`config.mk`:
```
export PLATFORM = sky130hd
export DESIGN_NAME = adaptive_drip_drop_detector
export DESIGN_NICKNAME = d
export VERILOG_FILES = /design/src/design/addd_pkg.sv /design/src/design/adaptive_drip_drop_detector.sv /design/src/design/addd_div.sv /design/src/design/addd_ctrl.sv /design/src/design/addd_dp.sv
export SDC_FILE = /design/constraint.sdc
export NUM_CORES = 2
export LEC_CHECK = 0
export BUFFER_PORTS_ARGS = -buffer_cell sky130_fd_sc_hd__buf_2
export CAP_MARGIN = 10
export CORE_MARGIN = 2
export CORE_UTILIZATION = 45
export CTS_BUF_LIST = sky130_fd_sc_hd__clkbuf_4
export CTS_CLUSTER_SIZE = 16
export DETAILED_ROUTE_END_ITERATION = 7
export GPL_TIMING_DRIVEN = 0
export PLACE_DENSITY = 0.6
export SYNTH_ARGS = -nofsm -noshare
export SYNTH_HDL_FRONTEND = slang
export SYNTH_SLANG_ARGS = --single-unit
```
`constraint.sdc`:
```
create_clock -name clk -period 14.8 [get_ports clk]
set_input_delay 2.96 -clock clk [delete_from_list [all_inputs] [get_ports clk]]
set_output_delay 2.96 -clock clk [all_outputs]
set_load 0.02 [all_outputs]
```
`src/design/addd_pkg.sv`:
```
`timescale 1ns / 1ps
package addd_pkg;

  // Window and ring geometry
  localparam int WINDOW     = 20;
  localparam int RING_DEPTH = 30;
  localparam int POS_W      = $clog2(WINDOW);
  localparam int RIDX_W     = $clog2(RING_DEPTH);

  // Field widths
  localparam int SAMPLE_W = 12;
  localparam int LEVEL_W  = 14;
  localparam int DETECT_W = 13;
  localparam int CNT_W    = 16;
  localparam int RSUM_W   = 21;
  localparam int RATE_W   = 24;
  localparam int FRAC_W   = 4;
  localparam int DELTA_W  = 10;
  localparam int SCALE_W  = 20;

  // Serial divider: one quotient bit per cycle
  localparam int DIV_STEPS = RATE_W;
  localparam int DCNT_W    = $clog2(DIV_STEPS + 1);

  // Divide by three: multiply by ceil(2^16/3), keep the top bits
  localparam int                  RECIP_SH = 16;
  localparam logic [LEVEL_W:0]    RECIP3   = 15'd21846;

  // Register port
  localparam int ADDR_W = 3;
  localparam int DATA_W = 32;
  localparam logic REG_CAL_OFFSET = 1'b0;
  localparam logic REG_RATE_SCALE = 1'b1;
  localparam logic [DELTA_W-1:0] CAL_OFFSET_RST = 10'd150;
  localparam logic [SCALE_W-1:0] RATE_SCALE_RST = 20'd17280;

  localparam logic [SAMPLE_W-1:0] SAMPLE_MAX = '1;
  localparam logic [CNT_W-1:0]    CNT_MAX    = '1;

  typedef enum logic [2:0] {
    ST_IDLE,
    ST_EVAL,
    ST_LOW_BLEND,
    ST_THRESH,
    ST_THRESH_LOW,
    ST_DROP,
    ST_DIV_WAIT,
    ST_OUT
  } addd_state_t;

  // Controller to datapath
  typedef struct packed {
    logic take;        // sample item accepted
    logic calib;       // first window sets both levels
    logic count;       // bump windows-since-drop
    logic low_first;   // first low window only sets the low level
    logic low_blend;   // low = blend(window min, low)
    logic high_blend;  // high = blend(high, window max), re-arm
    logic thresh;      // threshold = blend(low, high)
    logic drop;        // new drop: ring, counters, start divide
    logic load_out;    // capture the result item
  } addd_cmd_t;

  // Datapath to controller
  typedef struct packed {
    logic win_end;
    logic calibrated;
    logic below;
    logic first_pending;
    logic drop_seen;
    logic div_done;
  } addd_status_t;

endpackage

```
`src/design/adaptive_drip_drop_detector.sv`:
```
`timescale 1ns / 1ps
// Drip detector: takes one 12-bit light sample per item and emits one result item at
// the close of every window of 20 samples (the calibrating first window included),
// nothing for the other samples. A sample that does not close a window is taken with no
// stall, and samples can stream back to back. A window-closing sample keeps the input
// stalled through its evaluate, blend, threshold and output states; a drop adds the
// ring update and the 24-step serial divider that forms the drop rate. While a result
// item waits on out_stall the input is stalled as well. Registers: cal_offset at byte 0,
// rate_scale at byte 4; write them only while the block is idle.
module adaptive_drip_drop_detector (
  input  logic                                 clk,
  input  logic                                 rst,
  // Sample input
  input  logic                                 in_valid,
  output logic                                 in_stall,
  input  logic [addd_pkg::SAMPLE_W-1:0]        sample,
  // Result output
  output logic                                 out_valid,
  input  logic                                 out_stall,
  output logic                                 drop_event,
  output logic [addd_pkg::CNT_W-1:0]           drop_count,
  output logic [addd_pkg::RATE_W-1:0]          drop_rate,
  output logic signed [addd_pkg::DETECT_W-1:0] detect_level,
  output logic                                 led_on,
  output logic                                 in_drop,
  // Register port
  input  logic                                 psel,
  input  logic                                 penable,
  input  logic                                 pwrite,
  input  logic [addd_pkg::ADDR_W-1:0]          paddr,
  input  logic [addd_pkg::DATA_W-1:0]          pwdata,
  output logic [addd_pkg::DATA_W-1:0]          prdata,
  output logic                                 pready
);
  import addd_pkg::*;

  logic [DELTA_W-1:0] cal_offset;
  logic [SCALE_W-1:0] rate_scale;
  logic               reg_sel;
  addd_cmd_t          cmd;
  addd_status_t       status;

  assign pready  = 1'b1;
  assign reg_sel = paddr[2];

  // Register writes
  always_ff @(posedge clk) begin
    if (rst) begin
      cal_offset <= CAL_OFFSET_RST;
      rate_scale <= RATE_SCALE_RST;
    end else if (psel && penable && pwrite && pready) begin
      unique case (reg_sel)
        REG_CAL_OFFSET: cal_offset <= pwdata[DELTA_W-1:0];
        REG_RATE_SCALE: rate_scale <= pwdata[SCALE_W-1:0];
        default: ;
      endcase
    end
  end

  // Register reads
  always_comb begin
    unique case (reg_sel)
      REG_CAL_OFFSET: prdata = DATA_W'(cal_offset);
      REG_RATE_SCALE: prdata = DATA_W'(rate_scale);
      default:        prdata = '0;
    endcase
  end

  addd_ctrl u_ctrl (
    .clk       (clk),
    .rst       (rst),
    .in_valid  (in_valid),
    .in_stall  (in_stall),
    .out_valid (out_valid),
    .out_stall (out_stall),
    .status    (status),
    .cmd       (cmd)
  );

  addd_dp u_dp (
    .clk          (clk),
    .rst          (rst),
    .cmd          (cmd),
    .status       (status),
    .sample       (sample),
    .cal_offset   (cal_offset),
    .rate_scale   (rate_scale),
    .drop_event   (drop_event),
    .drop_count   (drop_count),
    .drop_rate    (drop_rate),
    .detect_level (detect_level),
    .led_on       (led_on),
    .in_drop      (in_drop)
  );

endmodule

```
`src/design/addd_div.sv`:
```
`timescale 1ns / 1ps
module addd_div (
  input  logic                         clk,
  input  logic                         rst,
  input  logic                         start,
  input  logic [addd_pkg::RATE_W-1:0]  dividend,
  input  logic [addd_pkg::RSUM_W-1:0]  divisor,
  output logic                         done,
  output logic [addd_pkg::RATE_W-1:0]  quotient
);
  import addd_pkg::*;

  logic                busy;
  logic [DCNT_W-1:0]   count;
  logic [RSUM_W-1:0]   rem;
  logic [RATE_W-1:0]   quot;
  logic [RSUM_W-1:0]   dvs;
  logic                dvs_zero;
  logic [RSUM_W:0]     trial;
  logic                fits;

  // One restoring step
  assign trial = {rem, quot[RATE_W-1]} - {1'b0, dvs};
  assign fits  = ~trial[RSUM_W];

  // Control
  always_ff @(posedge clk) begin
    if (rst) begin
      busy  <= 1'b0;
      done  <= 1'b0;
      count <= '0;
    end else begin
      done <= 1'b0;
      if (start) begin
        busy  <= 1'b1;
        count <= DCNT_W'(DIV_STEPS);
      end else if (busy) begin
        count <= count - 1'b1;
        if (count == DCNT_W'(1)) begin
          busy <= 1'b0;
          done <= 1'b1;
        end
      end
    end
  end

  // Remainder and quotient shift
  always_ff @(posedge clk) begin
    if (start) begin
      rem      <= '0;
      quot     <= dividend;
      dvs      <= divisor;
      dvs_zero <= (divisor == '0);
    end else if (busy) begin
      rem  <= fits ? trial[RSUM_W-1:0] : {rem[RSUM_W-2:0], quot[RATE_W-1]};
      quot <= {quot[RATE_W-2:0], fits};
    end
  end

  // A zero sum gives a zero rate
  assign quotient = dvs_zero ? '0 : quot;

endmodule

```
`src/design/addd_ctrl.sv`:
```
`timescale 1ns / 1ps
module addd_ctrl (
  input  logic                  clk,
  input  logic                  rst,
  input  logic                  in_valid,
  output logic                  in_stall,
  output logic                  out_valid,
  input  logic                  out_stall,
  input  addd_pkg::addd_status_t status,
  output addd_pkg::addd_cmd_t    cmd
);
  import addd_pkg::*;

  addd_state_t state;
  addd_state_t state_next;
  logic        out_blocked;
  logic        take;

  assign out_blocked = out_valid & out_stall;
  assign in_stall    = (state != ST_IDLE) | out_blocked;
  assign take        = in_valid & ~in_stall;

  always_ff @(posedge clk) begin
    if (rst) begin
      state     <= ST_IDLE;
      out_valid <= 1'b0;
    end else begin
      state <= state_next;
      if (state == ST_OUT) begin
        out_valid <= 1'b1;
      end else if (~out_stall) begin
        out_valid <= 1'b0;
      end
    end
  end

  // Next state
  always_comb begin
    state_next = state;
    unique case (state)
      ST_IDLE: begin
        if (take && status.win_end) state_next = ST_EVAL;
      end
      ST_EVAL: begin
        if (!status.calibrated)       state_next = ST_THRESH;
        else if (!status.below)       state_next = ST_OUT;
        else if (status.first_pending) state_next = ST_THRESH;
        else                          state_next = ST_LOW_BLEND;
      end
      ST_LOW_BLEND:  state_next = ST_THRESH_LOW;
      ST_THRESH:     state_next = ST_OUT;
      ST_THRESH_LOW: state_next = status.drop_seen ? ST_OUT : ST_DROP;
      ST_DROP:       state_next = ST_DIV_WAIT;
      ST_DIV_WAIT: begin
        if (status.div_done) state_next = ST_OUT;
      end
      ST_OUT:        state_next = ST_IDLE;
      default:       state_next = ST_IDLE;
    endcase
  end

  // Commands
  always_comb begin
    cmd      = '0;
    cmd.take = take;
    unique case (state)
      ST_IDLE: ;
      ST_EVAL: begin
        if (!status.calibrated) begin
          cmd.calib = 1'b1;
        end else begin
          cmd.count = 1'b1;
          if (!status.below)            cmd.high_blend = 1'b1;
          else if (status.first_pending) cmd.low_first  = 1'b1;
        end
      end
      ST_LOW_BLEND:  cmd.low_blend = 1'b1;
      ST_THRESH:     cmd.thresh    = 1'b1;
      ST_THRESH_LOW: cmd.thresh    = 1'b1;
      ST_DROP:       cmd.drop      = 1'b1;
      ST_DIV_WAIT: ;
      ST_OUT:        cmd.load_out  = 1'b1;
      default: ;
    endcase
  end

endmodule

```
`src/design/addd_dp.sv`:
```
`timescale 1ns / 1ps
module addd_dp (
  input  logic                                clk,
  input  logic                                rst,
  input  addd_pkg::addd_cmd_t                 cmd,
  output addd_pkg::addd_status_t              status,
  input  logic [addd_pkg::SAMPLE_W-1:0]       sample,
  input  logic [addd_pkg::DELTA_W-1:0]        cal_offset,
  input  logic [addd_pkg::SCALE_W-1:0]        rate_scale,
  output logic                                drop_event,
  output logic [addd_pkg::CNT_W-1:0]          drop_count,
  output logic [addd_pkg::RATE_W-1:0]         drop_rate,
  output logic signed [addd_pkg::DETECT_W-1:0] detect_level,
  output logic                                led_on,
  output logic                                in_drop
);
  import addd_pkg::*;

  // Window tracking
  logic [POS_W-1:0]    window_position;
  logic [SAMPLE_W-1:0] window_min;
  logic [SAMPLE_W-1:0] window_max;
  logic [SAMPLE_W-1:0] wmin;
  logic [SAMPLE_W-1:0] wmax;
  logic [SAMPLE_W-1:0] min_next;
  logic [SAMPLE_W-1:0] max_next;
  logic                win_end;

  // Detector state
  logic                       calibrated;
  logic                       first_pending;
  logic                       drop_seen;
  logic                       led_flag;
  logic                       event_flag;
  logic signed [LEVEL_W-1:0]  high_level;
  logic signed [LEVEL_W-1:0]  low_level;
  logic signed [LEVEL_W-1:0]  threshold;
  logic signed [LEVEL_W-1:0]  wmin_lvl;
  logic signed [LEVEL_W-1:0]  wmax_lvl;
  logic [CNT_W-1:0]           windows_since_drop;
  logic [CNT_W-1:0]           drops;
  logic [RATE_W-1:0]          rate_reg;

  // Interval ring
  logic [CNT_W-1:0]   interval_ring [RING_DEPTH];
  logic [RIDX_W-1:0]  ring_index;
  logic [RIDX_W-1:0]  ring_index_next;
  logic [RSUM_W-1:0]  ring_sum;
  logic [RSUM_W-1:0]  ring_sum_next;

  // Blend unit
  logic signed [LEVEL_W-1:0] blend_heavy;
  logic signed [LEVEL_W-1:0] blend_light;
  logic signed [LEVEL_W+1:0] blend_sum;
  logic [LEVEL_W:0]          blend_mag;
  logic [2*LEVEL_W+1:0]      blend_prod;
  logic [LEVEL_W-1:0]        blend_quo;
  logic signed [LEVEL_W-1:0] blend_q;

  // Divider
  logic              div_done;
  logic [RATE_W-1:0] div_quot;

  assign min_next = (sample < window_min) ? sample : window_min;
  assign max_next = (sample > window_max) ? sample : window_max;
  assign win_end  = (window_position == POS_W'(WINDOW - 1));
  assign wmin_lvl = $signed({{(LEVEL_W-SAMPLE_W){1'b0}}, wmin});
  assign wmax_lvl = $signed({{(LEVEL_W-SAMPLE_W){1'b0}}, wmax});

  assign status.win_end       = win_end;
  assign status.calibrated    = calibrated;
  assign status.below         = wmin_lvl < threshold;
  assign status.first_pending = first_pending;
  assign status.drop_seen     = drop_seen;
  assign status.div_done      = div_done;

  // Window min/max over accepted samples
  always_ff @(posedge clk) begin
    if (rst) begin
      window_position <= '0;
      window_min      <= SAMPLE_MAX;
      window_max      <= '0;
    end else if (cmd.take) begin
      if (win_end) begin
        window_position <= '0;
        window_min      <= SAMPLE_MAX;
        window_max      <= '0;
      end else begin
        window_position <= window_position + 1'b1;
        window_min      <= min_next;
        window_max      <= max_next;
      end
    end
  end

  // Closed window extremes
  always_ff @(posedge clk) begin
    if (cmd.take && win_end) begin
      wmin <= min_next;
      wmax <= max_next;
    end
  end

  // (2*heavy + light)/3 toward zero via reciprocal multiply on the magnitude
  always_comb begin
    blend_heavy = low_level;
    blend_light = high_level;
    if (cmd.low_blend) begin
      blend_heavy = wmin_lvl;
      blend_light = low_level;
    end else if (cmd.high_blend) begin
      blend_heavy = high_level;
      blend_light = wmax_lvl;
    end
  end

  assign blend_sum  = (LEVEL_W+2)'(blend_heavy) + (LEVEL_W+2)'(blend_heavy)
                    + (LEVEL_W+2)'(blend_light);
  assign blend_mag  = blend_sum[LEVEL_W+1] ? (LEVEL_W+1)'(-blend_sum)
                                           : blend_sum[LEVEL_W:0];
  assign blend_prod = blend_mag * RECIP3;
  assign blend_quo  = blend_prod[RECIP_SH +: LEVEL_W];
  assign blend_q    = blend_sum[LEVEL_W+1] ? -$signed(blend_quo) : $signed(blend_quo);

  // Ring bookkeeping for a new drop
  assign ring_index_next = (ring_index == RIDX_W'(RING_DEPTH - 1)) ? '0
                                                                   : ring_index + 1'b1;
  assign ring_sum_next   = ring_sum - RSUM_W'(interval_ring[ring_index_next])
                         + RSUM_W'(windows_since_drop);

  // Level adaptation, counters and flags
  always_ff @(posedge clk) begin
    if (rst) begin
      calibrated         <= 1'b0;
      first_pending      <= 1'b1;
      drop_seen          <= 1'b0;
      led_flag           <= 1'b0;
      event_flag         <= 1'b0;
      high_level         <= '0;
      low_level          <= '0;
      threshold          <= '0;
      windows_since_drop <= '0;
      drops              <= '0;
      rate_reg           <= '0;
      ring_index         <= '0;
      ring_sum           <= '0;
      for (int i = 0; i < RING_DEPTH; i++) interval_ring[i] <= '0;
    end else begin
      if (cmd.take && win_end) event_flag <= 1'b0;
      if (cmd.calib) begin
        calibrated <= 1'b1;
        high_level <= wmax_lvl;
        low_level  <= wmin_lvl - $signed({{(LEVEL_W-DELTA_W){1'b0}}, cal_offset});
      end
      if (cmd.count && windows_since_drop != CNT_MAX) begin
        windows_since_drop <= windows_since_drop + 1'b1;
      end
      if (cmd.low_first) begin
        low_level     <= wmin_lvl;
        first_pending <= 1'b0;
      end
      if (cmd.low_blend) low_level <= blend_q;
      if (cmd.high_blend) begin
        high_level <= blend_q;
        drop_seen  <= 1'b0;
      end
      if (cmd.thresh) threshold <= blend_q;
      if (cmd.drop) begin
        ring_index                     <= ring_index_next;
        ring_sum                       <= ring_sum_next;
        interval_ring[ring_index_next] <= windows_since_drop;
        windows_since_drop             <= '0;
        if (drops != CNT_MAX) drops <= drops + 1'b1;
        drop_seen  <= 1'b1;
        led_flag   <= 1'b1;
        event_flag <= 1'b1;
      end
      if (div_done) rate_reg <= div_quot;
    end
  end

  // Rate = 16 * rate_scale / ring_sum
  addd_div u_div (
    .clk      (clk),
    .rst      (rst),
    .start    (cmd.drop),
    .dividend ({rate_scale, {FRAC_W{1'b0}}}),
    .divisor  (ring_sum_next),
    .done     (div_done),
    .quotient (div_quot)
  );

  // Result item register
  always_ff @(posedge clk) begin
    if (cmd.load_out) begin
      drop_event   <= event_flag;
      drop_count   <= drops;
      drop_rate    <= rate_reg;
      detect_level <= threshold[DETECT_W-1:0];
      led_on       <= led_flag;
      in_drop      <= drop_seen;
    end
  end

endmodule

```
**After elaboration in Yosys (flattened, before gate mapping)**

Memory sizes are Yosys's and may differ from the RTL's.
Index checks and enable logic that the tools add are counted.
Widths: inputs -> output; s select.

- Output and inout bits: 91
- Memories: 1
- Latch bits: 0
- RAM bits: 480
- Memory bits (read-only): 0
- Bits of input ports: 54
- Register bits after elaboration: 346
- Word-level logic and storage cells: 158

- Reduce and logical (&&, ||, !) cells: 20
- Multipliers: 1
- Divide/modulo/power cells: 0
- Bitwise operators: 7
- Muxes and demuxes: 61
- $add $sub $neg: 13
- Shifts and indexed selects: 0
- Magnitude comparators: 3
- Equality and inequality tests: 15

Memories:

| name | depth | bits a word | read ports | clocked after Yosys merged registers in | wr ports | RTL line | source |
|---|---|---|---|---|---|---|---|
| u_dp.interval_ring | 30 | 16 | 1 | 0 | 30 | addd_dp.sv:45 | `logic [CNT_W-1:0] interval_ring [RING_DEPTH];` |

Operator list:

| cell | count |
|---|---|
| $mux 14 | 10 |
| $mux 24 | 3 |
| $pmux 32 s2 | 1 |
| $mux 12 | 4 |
| $add 16x1->16 const B | 2 |
| $ne 16x16->1 const B | 2 |
| $mul 15x14->29 const B | 1 |
| $mux 1 | 27 |
| $mux 5 | 5 |
| $pmux 3 s8 | 1 |
| $sub 22x21->22 | 1 |
| $add 21x16->21 | 1 |
| $logic_not 21->1 | 1 |
| $mux 21 | 1 |
| $sub 21x16->21 | 1 |
| $add 15x14->16 | 1 |
| $mux 16 | 1 |
| $reduce_or 16->1 | 1 |
| $add 14x14->15 | 1 |
| $mux 15 | 1 |
| $mux 3 | 5 |
| $neg 15->15 | 1 |
| $lt 13x14->1 | 1 |
| $neg 14->14 | 1 |
| other kinds (22) | 46 |

**Logic depth before layout (Yosys ltp)**

- Word-level depth: 14
- Depth in mapped cells: 48
- Mapped depth without buffers: 45

**Hierarchy**

Synthesis repeated with hierarchy kept, for this count alone.

- Cells, all modules: 4261
- Area, all modules: 45976.6 sq um

By module, submodules not included:

| module | cells an instance | seq. area each (sq um) | times used | area each (sq um) |
|---|---|---|---|---|
| addd_dp | 3605 | 20940.1 | 1 | 39631.8 |
| addd_div | 450 | 1941.9 | 1 | 4428.0 |
| adaptive_drip_drop_detector | 165 | 600.6 | 1 | 1582.8 |
| addd_ctrl | 41 | 80.1 | 1 | 334.1 |

**Worst setup path after synthesis**

Ideal clock, no wire load.

- Path type: flip-flop to flip-flop
- Start: register u_dp.wmin[11]
- End: register u_dp.high_level[11]
- Setup slack: 3.465 ns
- Buffers on the path: 3
- Setup time: 0.128 ns
- Cell stages (with the launch flop): 45
- Data required time: 14.672 ns
- Clock period less this slack: 11.335 ns
- Arrival: 11.208 ns
- Cells stage by stage: edfxtp_1 > ha_1 > nor4bb_1 > and2_1 > or3b_1 > o21ai_2 > clkbuf_1 > mux2i_1 > o21ai_0 > ha_1 > fa_1 > a211oi_1 > o21ai_0 > a211oi_1 > nor2b_1 > nor2_1 > nor2_1 > nor3_1 > [... 9 more ...] > fa_1 > inv_1 > fa_1 > inv_1 > ha_1 > a21o_1 > a21o_1 > a21oi_1 > o21ai_0 > o2111ai_1 > o31ai_2 > a31o_2 > xor2_1 > or4_1 > o41ai_2 > xnor2_1 > a222oi_1 > nor2_1

- Cells in the longest elaborated chain, start to end: 14
- Elaborated cells on any way between the ends: 17
- Those cells by class: add/sub (4); mul (1); order compare (1); mux (10); reduce/logical (1)

Ends and longest elaborated chain:

| item | RTL line | source |
|---|---|---|
| from (decl) | addd_dp.sv:23 | `logic [SAMPLE_W-1:0] wmin;` |
| from (signal assigned) | addd_dp.sv:99 | `wmin <= min_next;` |
| $lt 13x14->1 | addd_dp.sv:72 | `assign status.below = wmin_lvl < threshold;` |
| $mux 1 | addd_ctrl.sv:73 | `if (!status.below) cmd.high_blend = 1'b1;` |
| $mux 1 | addd_ctrl.sv:69 | `if (!status.calibrated) begin` |
| $mux 1 | addd_ctrl.sv:66 | `unique case (state)` |
| $mux 14 | addd_dp.sv:111 | `end else if (cmd.high_blend) begin` |
| $mux 14 | addd_dp.sv:108 | `if (cmd.low_blend) begin` |
| $add 14x14->15 | addd_dp.sv:117 | `assign blend_sum = (LEVEL_W+2)'(blend_heavy) + (LEVEL_W+2)'(blend_heavy)` |
| $add 15x14->16 | addd_dp.sv:118 | `+ (LEVEL_W+2)'(blend_light);` |
| $neg 15->15 | addd_dp.sv:119 | `assign blend_mag = blend_sum[LEVEL_W+1] ? (LEVEL_W+1)'(-blend_sum)` |
| $mux 15 | addd_dp.sv:119 |  |
| $mul 15x14->29 | addd_dp.sv:121 | `assign blend_prod = blend_mag * RECIP3;` |
| $neg 14->14 | addd_dp.sv:123 | `assign blend_q = blend_sum[LEVEL_W+1] ? -$signed(blend_quo) : $signed(blend_quo);` |
| $mux 14 | addd_dp.sv:123 |  |
| $mux 14 | addd_dp.sv:163 | `if (cmd.high_blend) begin` |
| to (signal assigned) | addd_dp.sv:152 | `high_level <= wmax_lvl;` |
| to (signal assigned) | addd_dp.sv:164 | `high_level <= blend_q;` |
| to (decl) | addd_dp.sv:35 | `logic signed [LEVEL_W-1:0] high_level;` |

Several ways; a longest one is shown, not always the timed one.
A chain may end at the register's enable or synchronous reset.

**Worst setup path in the final report**

- Start: register u_dp.wmin[11]
- End: register u_dp.low_level[13]

- Cells in the longest elaborated chain, start to end: 14
- Elaborated cells on any way between the ends: 23
- Those cells by class: add/sub (5); mul (1); order compare (1); mux (15); reduce/logical (1)

Ends and longest elaborated chain:

| item | RTL line | source |
|---|---|---|
| $lt 13x14->1 | addd_dp.sv:72 |  |
| $mux 1 | addd_ctrl.sv:73 |  |
| $mux 1 | addd_ctrl.sv:69 |  |
| $mux 1 | addd_ctrl.sv:66 |  |
| $mux 14 | addd_dp.sv:111 |  |
| $mux 14 | addd_dp.sv:108 |  |
| $add 14x14->15 | addd_dp.sv:117 |  |
| $add 15x14->16 | addd_dp.sv:118 |  |
| $neg 15->15 | addd_dp.sv:119 |  |
| $mux 15 | addd_dp.sv:119 |  |
| $mul 15x14->29 | addd_dp.sv:121 |  |
| $neg 14->14 | addd_dp.sv:123 |  |
| $mux 14 | addd_dp.sv:123 |  |
| $mux 14 | addd_dp.sv:162 | `if (cmd.low_blend) low_level <= blend_q;` |
| to (signal assigned) | addd_dp.sv:153 | `low_level <= wmin_lvl - $signed({{(LEVEL_W-DELTA_W){1'b0}}, cal_offset});` |
| to (signal assigned) | addd_dp.sv:159 | `low_level <= wmin_lvl;` |
| to (signal assigned) | addd_dp.sv:162 |  |
| to (decl) | addd_dp.sv:36 | `logic signed [LEVEL_W-1:0] low_level;` |

Several ways; a longest one is shown, not always the timed one. The select of a mux whose other input is x is not followed.

==> results.json <==
{
  "status": "complete, no violations",
  "worst_pin_slew_ns": 1.44,
  "powerDensity_mw_per_mm2": 99.0,
  "final_area_mm2": 0.0518,
  "worstSetupEndpointType": "flop",
  "first_global_vias": 36903,
  "die_area_mm2": 0.105,
  "reg2reg_to": "u_dp.low_level[13]$_SDFFE_PP0P_",
  "rsz0062_at_grt": "no",
  "final_common_cell": "edfxtp_1",
  "cts.sinks": 858,
  "max_stage_delay_ns": 0.60,
  "core_mm2": 0.102,
  "r2r_start": "u_dp.wmin[11]$_DFFE_PP_",
  "clock_latency_ns": 1.19,
  "cts.clk_slew.worst_paths_ns": 0.07,
  "cts_setup_buffers": 0,
  "finalSetupTns_ns": 0,
  "cap_violations": 0,
  "async_flop_share_pct": 0,
  "cts-root-buf": "clkbuf_4",
  "hpwl_mm": 128,
  "synth_flop_cell": "edfxtp_1",
  "holdCritStartpoint": "u_dp.rate_reg[0]$_SDFFE_PP0P_",
  "multi_input_area_mm2": 0.0201,
  "start_util_pct": 45.3,
  "grt_pass1_wl_mm": 253,
  "hold_end": "u_dp.drop_rate[0]$_DFFE_PP_",
  "hold_viol_final": 0,
  "ys_seq_area_share_pct": 51.1,
  "synth.distinct_cells": 77,
  "hp-class": "reg -> reg",
  "min_period_ns": 13.68,
  "layout_common_cells": "edfxtp_1 (634), nor3_1 (537), nand2_1 (349), clkbuf_4 (338), inv_1 (294)",
  "post_dp_cell_area_mm2": 0.0489,
  "crit_arrival_ns": 14.71,
  "setup_violations": 0,
  "num_rows": 117,
  "drt_first_pass_iters": 7,
  "die_height_um": 324,
  "gp_congestion": 1.06,
  "wire_per_inst_um": 27.9,
  "regMostFlops": "u_dp.interval_ring",
  "r2r_cells": 43,
  "hold_depth": 0,
  "vias_per_cell": 6.12,
  "yosysWarnings": 0,
  "relSlewSlack_pct": 3.95,
  "fin_skew_ns": 0.0861,
  "synth.avg_cell_area_um2": 10.3,
  "startpoint_type": "flop",
  "reg2reg_slack_ns": 1.12,
  "register_area_mm2": 0.0235,
  "wl_mm": 179,
  "syn-cell-area_mm2": 0.0461,
  "ir_drop_mv": 0.0557,
  "overflow": 0,
  "cts_max_level": 4,
  "grt_antenna_before_repair": 14,
  "worstSetupPathType": "reg -> reg",
  "cts_inserted_buffers": 221,
  "worstPathRequired_ns": 15.82,
  "largest_register_ffs": 512,
  "area_growth_pct": 12.5,
  "ios": 145,
  "grt_max_degree": 42,
  "die_x_um": 324,
  "fmax_mhz": 73.1,
  "synth_edf_count": 634,
  "postRouteAntennaNets": 0,
  "cts_tree": "done",
  "fillers": 9524,
  "cts_buffer_depth": 3,
  "grt_util_all_layers_pct": 33.8,
  "path_max_fanout": 10,
  "fin_crit_sh_pct": 92.5,
  "final_nets": 5196,
  "leakage_uw": 0.0193,
  "num_vias": 39280,
  "synth_seq_cells": 858,
  "drc_errors": 0,
  "cp_slowest_cell": "a31oi_1",
  "slew_viol_final": 0,
  "drive_above_1_share_pct": 13.7,
  "drtIter0Drc": 5050,
  "synthCells": 4482,
  "io_buffers": 117
}
cell type report:
cell class,count,share of cell area (%)
clock inverter,63,0.645
clock buffer,338,4.90
timing repair buffer,141,1.85
antenna,13,0.0628
buffer,369,2.78
tap,1368,3.30
multi-input combinational,2965,38.9
sequential,858,45.4
inverter,301,2.18
how the worst max path moves through the flow:
stage,slack (ns),endpoint,cells after the start,start
final,1.12,u_dp.low_level[13]$_SDFFE_PP0P_,43,u_dp.wmin[11]$_DFFE_PP_
after global routing,0.04,u_dp.low_level[13]$_SDFFE_PP0P_,43,u_dp.wmin[11]$_DFFE_PP_
after CTS,0.86,u_dp.high_level[9]$_SDFFE_PP0P_,44,u_dp.wmin[11]$_DFFE_PP_
after detailed placement,0.94,u_dp.low_level[9]$_SDFFE_PP0P_,44,u_dp.wmin[11]$_DFFE_PP_
after global placement,1.01,u_dp.low_level[9]$_SDFFE_PP0P_,44,u_dp.wmin[11]$_DFFE_PP_
after floorplan,3.46,u_dp.high_level[11]$_SDFFE_PP0P_,44,u_dp.wmin[11]$_DFFE_PP_
cells in the mapped netlist, drive strengths merged, types with 114 or more instances:
| library cell | instances | area (um2) |
|---|---|---|
| edfxtp | 634 | 19000 |
| clkbuf | 287 | 1080 |
| o21ai | 141 | 709 |
| a21oi | 204 | 1020 |
| inv | 295 | 1110 |
| a211oi | 114 | 856 |
| nor3 | 537 | 2690 |
| mux2 | 120 | 1360 |
| ha | 206 | 2580 |
| nand2 | 349 | 1310 |
| o22ai | 211 | 1320 |
| dfxtp | 224 | 4480 |
| nor2 | 278 | 1040 |
power by group:
group	switching, uW	internal (uW)	total, uW
sequential	33.8	2640	2670
clock	1040	1070	2120
combinational	209	130	339
total	1290	3840	5130
timing repair:
action                                  CTS  global route
endpoints found under the setup margin    0             9
resized for setup                         0             3
hold buffers                              0             0
cell families after synthesis:
| logic type | count (synthesis) | share of synthesized area [%] |
|---|---|---|
| other | 2 | 0.0163 |
| adders and majority gates | 285 | 9.03 |
| xor gates and xnor gates | 123 | 2.34 |
| buffers and inverters | 670 | 5.57 |
| muxes | 197 | 4.64 |
| and+or+nand+nor | 1402 | 14.1 |
| AOI/OAI and AO/OA | 945 | 13.2 |
| DFF | 858 | 51.1 |
worst max-delay path, delay by kind of cell (launching register included):
family / cells / cell delay, ns
xor gates and xnor gates: 3 / 1.21
and+or+nand+nor: 11 / 2.22
buffers and inverters: 6 / 1.67
AOI/OAI and AO/OA: 12 / 3.53
DFF: 1 / 0.54
adders and majority gates: 10 / 4.12
muxes: 1 / 0.25
routing by layer:
metal | global-route usage [%] | share of wire [%] | vias to the layer above
met5 | 0 | 0.0089 | -
met4 | 16.8 | 5.3 | 2
met3 | 11.5 | 12 | 539
met2 | 48.0 | 41 | 2463
met1 | 46.0 | 41 | 19012
li1 | - | - | 17264
per-stage QoR:
stage                     power [uW]  utilization [%]  hold slack (ns)  instances  worst slack [ns]
after floorplan                 2950                -            0.402       4493              3.46
after global routing            5310             51.0            0.427       6405            0.0442
final                           5130             51.0            0.398       6416              1.12
after detailed placement        3060             48.1            0.415       6000             0.939
after global placement          3050             47.6            0.417       5978              1.01
after CTS                       5140             50.9            0.389       6401             0.856
Power figures use the tool's default switching activity.
